File: src/pva_pkg.sv
// Shared types and constants of the polyphonic voice allocator.
package pva_pkg;

  // Default number of voices.
  localparam int NumVoicesDef = 8;

  // Channel tag that marks a voice with no channel.
  localparam logic [6:0] NoChannel = 7'h7F;

  // Note code ranges.
  localparam logic [7:0] NoteTop     = 8'd119;
  localparam logic [7:0] NoteRelease = 8'd120;

  // Envelope state of one voice.
  typedef enum logic [1:0] {
    ENV_IDLE    = 2'd0,
    ENV_ACTIVE  = 2'd1,
    ENV_RELEASE = 2'd2
  } env_e;

  // Command sent to a voice.
  typedef enum logic {
    ACT_START   = 1'b0,
    ACT_RELEASE = 1'b1
  } action_e;

  // Kind of input item.
  typedef enum logic {
    REQ_NOTE     = 1'b0,
    REQ_FINISHED = 1'b1
  } req_e;

  // Sequencer states.
  typedef enum logic [1:0] {
    ST_IDLE,
    ST_PRIME,
    ST_SCAN,
    ST_START
  } state_e;

  // One entry of the voice memory.
  typedef struct packed {
    logic [6:0] chan;
    env_e       env;
  } voice_entry_t;

  localparam voice_entry_t VoiceReset = '{chan: NoChannel, env: ENV_IDLE};

  // One outgoing voice command.
  typedef struct packed {
    logic [2:0] voice_index;
    action_e    action;
    logic [6:0] pitch;
    logic       last;
  } result_t;

endpackage

File: src/pva_voice_mem.sv
// Voice state memory with one read and one write port and per-entry valid bits.
module pva_voice_mem import pva_pkg::*; #(
  parameter int NUM_VOICES = NumVoicesDef,
  parameter int AW         = 3
) (
  input  logic          clk_i,
  input  logic          rst_ni,
  input  logic          rd_en_i,
  input  logic [AW-1:0] rd_addr_i,
  output voice_entry_t  rd_data_o,
  input  logic          wr_en_i,
  input  logic [AW-1:0] wr_addr_i,
  input  voice_entry_t  wr_data_i
);

  voice_entry_t            mem_q [NUM_VOICES];
  logic [NUM_VOICES-1:0]   valid_q;
  voice_entry_t            rdata_q;
  logic                    rvalid_q;

  // Storage array, written at one address per cycle.
  always_ff @(posedge clk_i) begin
    if (wr_en_i) begin
      mem_q[wr_addr_i] <= wr_data_i;
    end
  end

  // Registered read port.
  always_ff @(posedge clk_i) begin
    if (rd_en_i) begin
      rdata_q <= mem_q[rd_addr_i];
    end
  end

  // Valid bits: an entry never written reads as the reset entry.
  always_ff @(posedge clk_i or negedge rst_ni) begin
    if (!rst_ni) begin
      valid_q  <= '0;
      rvalid_q <= 1'b0;
    end else begin
      if (wr_en_i) begin
        valid_q[wr_addr_i] <= 1'b1;
      end
      if (rd_en_i) begin
        rvalid_q <= valid_q[rd_addr_i];
      end
    end
  end

  assign rd_data_o = rvalid_q ? rdata_q : VoiceReset;

  // The sequencer never reads and writes the same entry in one cycle.
  assert property (@(posedge clk_i) disable iff (!rst_ni)
    (rd_en_i && wr_en_i) |-> (rd_addr_i != wr_addr_i))
    else $error("voice memory read and write collide on one entry");

endmodule

File: src/pva_scan.sv
// Sequencer that scans the voice memory and emits voice commands.
module pva_scan import pva_pkg::*; #(
  parameter int NUM_VOICES = NumVoicesDef,
  parameter int AW         = 3
) (
  input  logic          clk_i,
  input  logic          rst_ni,
  // Incoming item
  input  logic          in_valid_i,
  output logic          in_ready_o,
  input  req_e          req_i,
  input  logic [5:0]    chan_i,
  input  logic [7:0]    note_i,
  input  logic [2:0]    fin_i,
  input  logic          glide_i,
  // Voice memory
  output logic          rd_en_o,
  output logic [AW-1:0] rd_addr_o,
  input  voice_entry_t  rd_data_i,
  output logic          wr_en_o,
  output logic [AW-1:0] wr_addr_o,
  output voice_entry_t  wr_data_o,
  // Outgoing commands
  output logic          res_valid_o,
  output result_t       res_o,
  input  logic          res_room_i
);

  localparam logic [AW-1:0] LastVoice = AW'(NUM_VOICES - 1);

  state_e        state_q, state_d;
  req_e          req_q;
  logic [5:0]    chan_q;
  logic [7:0]    note_q;
  logic [AW-1:0] fin_q;
  logic [AW-1:0] v_q, v_d;
  logic [AW-1:0] use_q, use_d;
  logic          have_q, have_d;
  logic          use_on_q, use_on_d;

  logic          accept;
  logic          fin_ok;
  logic          is_on;
  logic          is_off;
  logic          on_ch;
  logic          env_idle;
  logic          env_rel;
  logic          last_voice;
  logic          off_match;
  logic          step_done;

  assign accept     = in_valid_i && in_ready_o;
  assign fin_ok     = 32'(fin_i) < 32'(NUM_VOICES);
  assign is_on      = note_q <= NoteTop;
  assign is_off     = note_q == NoteRelease;
  assign on_ch      = rd_data_i.chan == {1'b0, chan_q};
  assign env_idle   = rd_data_i.env == ENV_IDLE;
  assign env_rel    = rd_data_i.env == ENV_RELEASE;
  assign last_voice = v_q == LastVoice;
  assign off_match  = on_ch && !env_idle && !env_rel;

  // A scan step on a note-on waits only when it must emit and the output is full.
  assign step_done  = !(on_ch && !glide_i) || res_room_i;

  // Next state.
  always_comb begin
    state_d = state_q;
    unique case (state_q)
      ST_IDLE: begin
        if (accept) begin
          if (req_i == REQ_FINISHED) begin
            state_d = fin_ok ? ST_PRIME : ST_IDLE;
          end else if (note_i <= NoteTop || note_i == NoteRelease) begin
            state_d = ST_PRIME;
          end
        end
      end
      ST_PRIME: state_d = ST_SCAN;
      ST_SCAN: begin
        if (req_q == REQ_FINISHED) begin
          state_d = ST_IDLE;
        end else if (is_on) begin
          if (step_done && last_voice) begin
            state_d = ST_START;
          end
        end else if (is_off) begin
          if (off_match) begin
            if (res_room_i) begin
              state_d = ST_IDLE;
            end
          end else if (last_voice) begin
            state_d = ST_IDLE;
          end
        end else begin
          state_d = ST_IDLE;
        end
      end
      ST_START: begin
        if (res_room_i) begin
          state_d = ST_IDLE;
        end
      end
      default: state_d = ST_IDLE;
    endcase
  end

  // Memory accesses, scan bookkeeping and command emission.
  always_comb begin
    in_ready_o  = 1'b0;
    rd_en_o     = 1'b0;
    rd_addr_o   = v_q;
    wr_en_o     = 1'b0;
    wr_addr_o   = v_q;
    wr_data_o   = VoiceReset;
    res_valid_o = 1'b0;
    res_o       = '{voice_index: 3'(v_q), action: ACT_RELEASE, pitch: 7'd0, last: 1'b0};
    v_d         = v_q;
    use_d       = use_q;
    have_d      = have_q;
    use_on_d    = use_on_q;
    unique case (state_q)
      ST_IDLE: begin
        in_ready_o = 1'b1;
        if (accept) begin
          v_d      = '0;
          use_d    = '0;
          have_d   = 1'b0;
          use_on_d = 1'b0;
        end
      end
      ST_PRIME: begin
        rd_en_o   = 1'b1;
        rd_addr_o = (req_q == REQ_FINISHED) ? fin_q : v_q;
      end
      ST_SCAN: begin
        if (req_q == REQ_FINISHED) begin
          // Envelope ended: idle, channel tag kept.
          wr_en_o   = 1'b1;
          wr_addr_o = fin_q;
          wr_data_o = '{chan: rd_data_i.chan, env: ENV_IDLE};
        end else if (is_on) begin
          if (step_done) begin
            // Preferred free voice.
            if (env_idle && (!have_q || !use_on_q || !glide_i)) begin
              use_d    = v_q;
              have_d   = 1'b1;
              use_on_d = on_ch;
            end else if (env_rel && !have_q) begin
              use_d    = v_q;
              have_d   = 1'b1;
              use_on_d = on_ch;
            end
            // A voice already on this channel.
            if (on_ch) begin
              if (!glide_i) begin
                res_valid_o = 1'b1;
                wr_en_o     = 1'b1;
                wr_data_o   = '{chan: NoChannel,
                                env: env_idle ? ENV_IDLE : ENV_RELEASE};
                if (!have_d) begin
                  use_d    = v_q;
                  have_d   = 1'b1;
                  use_on_d = 1'b1;
                end
              end else begin
                use_d    = v_q;
                have_d   = 1'b1;
                use_on_d = 1'b1;
              end
            end
            if (!last_voice) begin
              v_d       = v_q + 1'b1;
              rd_en_o   = 1'b1;
              rd_addr_o = v_q + 1'b1;
            end
          end else begin
            // Output full: reread the same voice.
            rd_en_o = 1'b1;
          end
        end else if (is_off) begin
          if (off_match) begin
            if (res_room_i) begin
              res_valid_o = 1'b1;
              res_o.last  = 1'b1;
              wr_en_o     = 1'b1;
              wr_data_o   = '{chan: NoChannel, env: ENV_RELEASE};
            end else begin
              rd_en_o = 1'b1;
            end
          end else if (!last_voice) begin
            v_d       = v_q + 1'b1;
            rd_en_o   = 1'b1;
            rd_addr_o = v_q + 1'b1;
          end
        end
      end
      ST_START: begin
        if (res_room_i) begin
          res_valid_o = 1'b1;
          res_o       = '{voice_index: 3'(use_q), action: ACT_START,
                          pitch: note_q[6:0], last: 1'b1};
          wr_en_o     = 1'b1;
          wr_addr_o   = use_q;
          wr_data_o   = '{chan: {1'b0, chan_q}, env: ENV_ACTIVE};
        end
      end
      default: ;
    endcase
  end

  // Control registers.
  always_ff @(posedge clk_i or negedge rst_ni) begin
    if (!rst_ni) begin
      state_q  <= ST_IDLE;
      v_q      <= '0;
      use_q    <= '0;
      have_q   <= 1'b0;
      use_on_q <= 1'b0;
    end else begin
      state_q  <= state_d;
      v_q      <= v_d;
      use_q    <= use_d;
      have_q   <= have_d;
      use_on_q <= use_on_d;
    end
  end

  // Captured item fields.
  always_ff @(posedge clk_i) begin
    if (accept) begin
      req_q  <= req_i;
      chan_q <= chan_i;
      note_q <= note_i;
      fin_q  <= AW'(fin_i);
    end
  end

  // A command is produced only when the output stage can take it.
  assert property (@(posedge clk_i) disable iff (!rst_ni)
    res_valid_o |-> res_room_i)
    else $error("command emitted without room in the output stage");

  // No memory write while waiting for an item.
  assert property (@(posedge clk_i) disable iff (!rst_ni)
    (state_q == ST_IDLE) |-> !wr_en_o)
    else $error("voice memory written while idle");

  // A start command always closes the commands of its item.
  assert property (@(posedge clk_i) disable iff (!rst_ni)
    (res_valid_o && res_o.action == ACT_START) |-> res_o.last)
    else $error("start command not marked last");

endmodule

File: src/pva_out_reg.sv
// Output register stage for voice commands.
module pva_out_reg import pva_pkg::*; (
  input  logic    clk_i,
  input  logic    rst_ni,
  input  logic    res_valid_i,
  input  result_t res_i,
  output logic    res_room_o,
  output logic    out_valid_o,
  input  logic    out_ready_i,
  output result_t out_data_o
);

  logic    valid_q, valid_d;
  result_t data_q;

  assign res_room_o = !valid_q || out_ready_i;

  // Holding flag: set on a new command, cleared when taken.
  always_comb begin
    valid_d = valid_q;
    if (res_room_o) begin
      valid_d = res_valid_i;
    end
  end

  always_ff @(posedge clk_i or negedge rst_ni) begin
    if (!rst_ni) begin
      valid_q <= 1'b0;
    end else begin
      valid_q <= valid_d;
    end
  end

  // Payload is loaded only when a command enters.
  always_ff @(posedge clk_i) begin
    if (res_room_o && res_valid_i) begin
      data_q <= res_i;
    end
  end

  assign out_valid_o = valid_q;
  assign out_data_o  = data_q;

endmodule

File: src/poly_voice_allocator.sv
// Polyphonic voice allocator: assigns note events to voices whose state lives in one memory.
// Each input item is one note event or one voice-finished event. A voice-finished item passes
// through accept, memory read and write back. A note is handled by a scan of the voice memory,
// which has a single read port and is walked one voice per cycle; the scan holds a voice
// while its command cannot enter the full output register. Ignored note codes and finished
// voices beyond the voice count are accepted with no command.
// After reset every voice is idle with no channel; no clearing pass is needed.
module poly_voice_allocator import pva_pkg::*; #(
  parameter int NUM_VOICES = NumVoicesDef
) (
  input  logic        clk_i,
  input  logic        rst_ni,
  // Configuration: glide setting, zero means glide off
  input  logic        cfg_valid_i,
  output logic        cfg_ready_o,
  input  logic [6:0]  cfg_data_i,
  // Incoming note items
  input  logic        s_axis_tvalid,
  output logic        s_axis_tready,
  input  logic [23:0] s_axis_tdata,  // channel[5:0], note_code[13:6], finished_voice[16:14]
  input  logic [0:0]  s_axis_tuser,  // req_type[0]
  // Outgoing voice commands
  output logic        m_axis_tvalid,
  input  logic        m_axis_tready,
  output logic [15:0] m_axis_tdata,  // voice_index[2:0], action[3], pitch[10:4]
  output logic        m_axis_tlast
);

  localparam int AW = (NUM_VOICES > 1) ? $clog2(NUM_VOICES) : 1;

  logic [6:0]   glide_q;
  logic         rd_en;
  logic [AW-1:0] rd_addr;
  voice_entry_t rd_data;
  logic         wr_en;
  logic [AW-1:0] wr_addr;
  voice_entry_t wr_data;
  logic         res_valid;
  result_t      res;
  logic         res_room;
  result_t      out_data;

  // Glide register, written whenever offered.
  assign cfg_ready_o = 1'b1;

  always_ff @(posedge clk_i or negedge rst_ni) begin
    if (!rst_ni) begin
      glide_q <= 7'd0;
    end else if (cfg_valid_i) begin
      glide_q <= cfg_data_i;
    end
  end

  pva_voice_mem #(
    .NUM_VOICES(NUM_VOICES),
    .AW        (AW)
  ) u_mem (
    .clk_i    (clk_i),
    .rst_ni   (rst_ni),
    .rd_en_i  (rd_en),
    .rd_addr_i(rd_addr),
    .rd_data_o(rd_data),
    .wr_en_i  (wr_en),
    .wr_addr_i(wr_addr),
    .wr_data_i(wr_data)
  );

  pva_scan #(
    .NUM_VOICES(NUM_VOICES),
    .AW        (AW)
  ) u_scan (
    .clk_i      (clk_i),
    .rst_ni     (rst_ni),
    .in_valid_i (s_axis_tvalid),
    .in_ready_o (s_axis_tready),
    .req_i      (req_e'(s_axis_tuser[0])),
    .chan_i     (s_axis_tdata[5:0]),
    .note_i     (s_axis_tdata[13:6]),
    .fin_i      (s_axis_tdata[16:14]),
    .glide_i    (glide_q != 7'd0),
    .rd_en_o    (rd_en),
    .rd_addr_o  (rd_addr),
    .rd_data_i  (rd_data),
    .wr_en_o    (wr_en),
    .wr_addr_o  (wr_addr),
    .wr_data_o  (wr_data),
    .res_valid_o(res_valid),
    .res_o      (res),
    .res_room_i (res_room)
  );

  pva_out_reg u_out (
    .clk_i      (clk_i),
    .rst_ni     (rst_ni),
    .res_valid_i(res_valid),
    .res_i      (res),
    .res_room_o (res_room),
    .out_valid_o(m_axis_tvalid),
    .out_ready_i(m_axis_tready),
    .out_data_o (out_data)
  );

  assign m_axis_tdata = {5'd0, out_data.pitch, out_data.action, out_data.voice_index};
  assign m_axis_tlast = out_data.last;

endmodule
File: config.mk
export PLATFORM = sky130hd
export DESIGN_NAME = poly_voice_allocator
export DESIGN_NICKNAME = d
export VERILOG_FILES = /design/src/pva_pkg.sv /design/src/pva_voice_mem.sv /design/src/pva_scan.sv /design/src/pva_out_reg.sv /design/src/poly_voice_allocator.sv
export SDC_FILE = /design/constraint.sdc
export NUM_CORES = 1
export LEC_CHECK = 0
export ABC_AREA = 1
export BUFFER_PORTS_ARGS = -buffer_cell sky130_fd_sc_hd__buf_2
export CAP_MARGIN = 20
export CORE_MARGIN = 4
export CORE_UTILIZATION = 50
export CTS_CLUSTER_SIZE = 16
export DETAILED_ROUTE_END_ITERATION = 16
export PLACE_DENSITY_LB_ADDON = 0.2
export SLEW_MARGIN = 20
export SYNTH_ARGS = -nofsm -noshare
export SYNTH_HDL_FRONTEND = slang
export SYNTH_SLANG_ARGS = --single-unit
File: constraint.sdc
create_clock -name clk_i -period 6.7 [get_ports clk_i]
set_clock_uncertainty 0.1 [all_clocks]
set_input_delay 0 -clock clk_i [delete_from_list [all_inputs] [get_ports clk_i]]
set_output_delay 0 -clock clk_i [all_outputs]
set_load 0.01 [all_outputs]
Word level (Yosys, flattened, before mapping)
Memories as Yosys holds them, arrays and structs flattened. A register that Yosys moved wholly into a read port is not among the register bits.
Cells that the tools add are included.
Word-level totals
  flip-flop bits (word level): 57
  bits in writable memories: 72
  bits of input ports: 37
  output and inout bits: 20
  memories: 1
Memories
  u_mem.mem_q: words 8, width 9, read ports 1, clocked after Yosys merged registers in 1, write ports 1, line pva_voice_mem.sv:16  | voice_entry_t mem_q [NUM_VOICES];
Operators by class
  add/subtract/negate cells: 1
  order comparisons: 5
  equal/unequal tests: 15
  mux-type cells: 96
  bitwise operators: 1
  reductions and logical operators: 29
Operators with widths (number)
  $mux 9: 8
  $mux 3: 17
  $mux 1: 42
  $mux 2: 13
  $pmux 3 s2: 4
  $pmux 9 s2: 1
  $eq 8x7->1 const B: 2
  $le 8x7->1 const B: 2
  $mux 12: 1
  $pmux 1 s2: 6
  $mux 11: 1
  $logic_and 1x1->1: 9
  $lt 3x4->1 const B: 2
  $or 8x8->8: 1
  $pmux 2 s4: 1
  $eq 7x6->1: 1
  $logic_not 1->1: 7
  $reduce_bool 7->1: 1
  $eq 2x2->1 const B: 3
  $ne 2x1->1 const B: 3
  $ne 6x4->1 const B: 1
  $logic_or 1x1->1: 5
  $reduce_and 5->1: 1
  $logic_not 2->1: 2
  other kinds (12): 13

Longest topological paths before layout
  depth in word-level cells: 16
  depth in mapped cells: 21
  mapped depth without buffers: 20

Cells and area by module
A second synthesis with hierarchy kept.
Unflattened totals
  cell total of the unflattened synthesis: 671
  area, all modules: 6480.0 sq um
Modules (own cells, without submodules)
  pva_voice_mem: times used 1, cells an instance 302, area each 3570.9 sq um, sequential area each 2657.5 sq um
  pva_scan: times used 1, cells an instance 308, area each 2143.3 sq um, sequential area each 790.8 sq um
  pva_out_reg: times used 1, cells an instance 18, area each 405.4 sq um, sequential area each 385.4 sq um
  poly_voice_allocator: times used 1, cells an instance 43, area each 360.3 sq um, sequential area each 175.2 sq um

Worst setup path after synthesis
No wires, ideal clock.
  kind: register to register
  start point: register u_scan.state_q[0]
  end point: memory u_mem.mem_q[6][0] in the netlist's numbering (enable)
  arrival time: 2.130 ns
  data required time: 6.226 ns
  slack: 4.096 ns
  stages on the path, launching flop included: 10
  buffers on the path: 0
  cells stage by stage: dfrtp_1 -> ha_1 -> clkinv_1 -> nor2_1 -> inv_1 -> nor2_1 -> inv_1 -> o211ai_1 -> nand2_1 -> nor2_1
On the way
  cells in the longest elaborated chain, start to end: 4
  elaborated cells between the ends (all ways): 6
  classes of those cells: 2 x eq/ne; 4 x mux
Ends and longest elaborated chain
  start: declaration: line pva_scan.sv:31  | state_e state_q, state_d;
  start signal: assignment: line pva_scan.sv:220  | state_q <= state_d;
  $eq 2x2->1: line pva_scan.sv:121  | unique case (state_q)
  $pmux 1 s2: line pva_scan.sv:121
  $mux 1: line pva_voice_mem.sv:23  | if (wr_en_i) begin
  $mux 1 (not written as such): line pva_voice_mem.sv:24  | mem_q[wr_addr_i] <= wr_data_i;
  end: declaration: line pva_voice_mem.sv:16
Parallel ways exist; a longest one is shown, timed or not.

Worst setup path after layout
  start point: register u_scan.state_q[0]
  end point: memory u_mem.mem_q[5][2] in the netlist's numbering (enable)
Same word-level chain as after synthesis.

==> run_results.csv <==
group,metric,value,unit
synth,async_flop_share,19.57,%
finish,layout_common_cells,"nand2_1, edfxtp_1, inv_1",
synth,synth-edff-count,111,
finish,n_antenna_cell,0,
power,power_leakage,3.244,nW
placed_design,placedCellCount,833,
global_routing,grt_pass1_vias,4793,
sta,period_share,59.99,%
sta,slew_headroom,29.76,%
critical_path,cp_cell_sequence,"ha_1 > clkinv_1 > nor2_1 > inv_1 > nor2_1 > inv_1 > o211ai_1 > nand2_1 > nor2_1",
clock_tree,htree_levels,4,
synth,synth_top_area_share,51.99,%
synth,avgSynthCellArea,10.10,µm²
sta,worst_pin_slew,1.050,ns
floorplan,initial_utilization,51.01,%
sta,maxSlewViolCount,0,
synth,synthTopCellsByArea,"edfxtp_1, dfrtp_1, nand2_1",
critical_path,cp-end-kind,"register",
finish,drive_above_1_share,13.35,%
clock_tree,clockBufferDepth,2,
route,routed_wl,14.71,mm
critical_path,crit_required,6.64,ns
synth,yosysUniqueCellTypes,38,
global_routing,grt_pass1_wl,23.36,mm
floorplan,die_h,121.2,µm
route,drtAntennaViolNets,0,
clock_tree,clk_pin_slew,0.06,ns
route,drc_errors,0,
synth,synth_seq_area_share,62.53,%
global_routing,antenna_found_initial,0,
route,wire_per_inst,16.24,µm
route,first_iter_violations,333,
clock_tree,cts_tree,"yes",
route,avgViaCountPerCell,5.204,
sta,finalCriticalPeriod,4.020,ns
synth,synth-main-ff-cell,"edfxtp_1",
synth,netlist_instances,635,
finish,fin_nets,764,
critical_path,cpMostUsedCell,"nor2_1",
floorplan,boundaryPins,57,
min_path,min_path_type,"primary input to asynchronous set/reset pin",
floorplan,dieWidth,121.2,µm
job,drv_cap,0,
critical_path,startpoint_type,"register",
finish,instances_no_fill,906,
floorplan,die-area,14700,µm²
global_routing,grt_max_degree,60,
placed_design,hpwl,9.297,mm
critical_path,critPathKind,"register to register",
clock_tree,clockRootBuffer,"clkbuf_16",
finish,area_growth,20.55,%
clock_tree,cts_setup_buffers,0,
sta,setup_tns,0,ns
power,vdd_ir_drop_max,0.0002889,V
floorplan,rows,41,
sta,hold_viol_final,0,
clock_tree,clk_latency,0.42,ns
placed_design,gp_congestion,0.9572,
synth,synth-seq-cells,138,
clock_tree,cts_buffers,17,
route,firstDrtPassIters,5,
global_routing,grtUsageTotal,21.01,%
finish,final_common_cell,"nand2_1",
critical_path,cp.arrival,3.96,ns
critical_path,critPathMaxStageDelay,0.78,ns
clock_tree,cts.sinks,138,
power,power.density,496.9,nW/µm²
status,outcome,"complete, no violations",
sta,rsz0062_at_grt,"no",
synth,syn-cell-area,6411,µm²
sta,setup_viol_count_final,0,
sta,max_freq,0.2488,GHz
synth,synth_largest_area_cell,"edfxtp_1",
route,vias,4715,
global_routing,grt_overflow,0,
critical_path,path_max_fanout,14,
synth,synth_warnings,0,
placed_design,place.port_buffers,43,
critical_path,crit_slowest_cell,"nor2_1",
floorplan,coreArea,12570,µm²
[path summary, 6_finish.rpt]
| kind | startpoint | end | slack (ns) | depth (start not counted) |
|---|---|---|---|---|
| max reg2reg | u_scan.state_q[0] | u_mem.mem_q[5][2] | 2.68 | 9 |
| min in group clk_i | s_axis_tdata[2] | u_scan.chan_q[2] | 0.20 | 2 |
| min | rst_ni | glide_q[3] | 0.05 | 2 |
| max | u_scan.state_q[0] | u_mem.mem_q[5][2] | 2.68 | 9 |
| min reg2reg | u_mem.valid_q[6] | u_mem.valid_q[6] | 0.36 | 2 |
| max in group asynchronous | rst_ni | u_scan.have_q | 6.02 | 2 |
[layout make-up]
class | instances | area, µm²
fill | 975 | 4840
clock inverter | 12 | 151.4
multi-input combinational | 377 | 1883
clock buffer | 19 | 432.9
timing repair buffer | 88 | 661.9
tap | 172 | 215.2
sequential | 138 | 4009
inverter | 100 | 375.4
[stage by stage]
step | hold slack (ns) | worst slack, ns | util [%] | cell area (µm²) | power, mW
final | 0.04681 | 2.680 | 61.49 | 7729 | 3.840
after global routing | 0.1149 | 2.306 | 61.49 | 7729 | 4.096
after CTS | 0.04074 | 2.718 | 61.47 | 7726 | 3.837
after detailed placement | -0.04514 | 2.734 | 53.48 | 6721 | 2.887
after global placement | -0.05124 | 2.817 | 53.39 | 6710 | 2.841
after floorplan | -0.3956 | 4.096 | - | 6426 | 2.532
[registers in the layout, summed over array words and instances (netlist names), 2 cells and up]
name / flops
u_scan.use_q: 3
u_scan.fin_q: 3
u_mem.rdata_q: 9
u_scan.v_q: 3
u_scan.chan_q: 6
u_mem.valid_q: 8
u_scan.state_q: 2
u_mem.mem_q: 72
u_scan.note_q: 8
u_out.out_data_o: 12
glide_q: 7
[timing repair]
| action | in CTS | in global routing |
|---|---|---|
| hold endpoints to repair | 54 | 0 |
| hold buffers | 42 | 0 |
| resized for setup | 0 | 0 |
[cell usage after synthesis (all sizes together) (3+ instances only)]
master   number
o211ai       20
clkbuf        7
nor3          3
o22ai         5
nand4         6
o21ai        62
inv          98
a31oi         3
ha            5
nand2       146
a21oi        11
dfrtp        27
buf          17
nand3        24
nor2         66
o2111ai       8
edfxtp      111
[where the power goes]
group,internal [mW],switching [mW],leakage (nW)
Sequential,1.22,0.0744,1.33
Clock,0.580,0.345,0.274
Combinational,0.476,1.14,1.64
Total,2.28,1.56,3.24
[metal layers]
metal | GRT usage [%] | routed length [µm] | part of all wire, %
met1 | 26.00 | 6233 | 42
met2 | 35.26 | 7146 | 49
met3 | 4.662 | 1034 | 7.0
met4 | 9.664 | 299 | 2.0
met5 | 0 | 0 | 0
[critical path: cells and delay by family, from the launching register on]
family | cells | cell delay [ns]
AOI/OAI and AO/OA | 1 | 0.17
DFF | 1 | 0.40
buffers and inverters | 3 | 0.82
adders and majority gates | 1 | 0.23
and+or+nand+nor | 4 | 1.93
[cell families after synthesis]
| group | share of synthesized area, % |
|---|---|
| adder cells (fa/ha/maj) | 0.9758 |
| XOR/XNOR | 0.1366 |
| AND/OR/NAND/NOR | 16.24 |
| AO/OA/AOI/OAI | 11.48 |
| multiplexers | 0.1561 |
| buffers and inverters | 8.372 |
| other | 0.1171 |
| flip-flops | 62.53 |
Note: power is estimated with default switching activity, not from simulation.
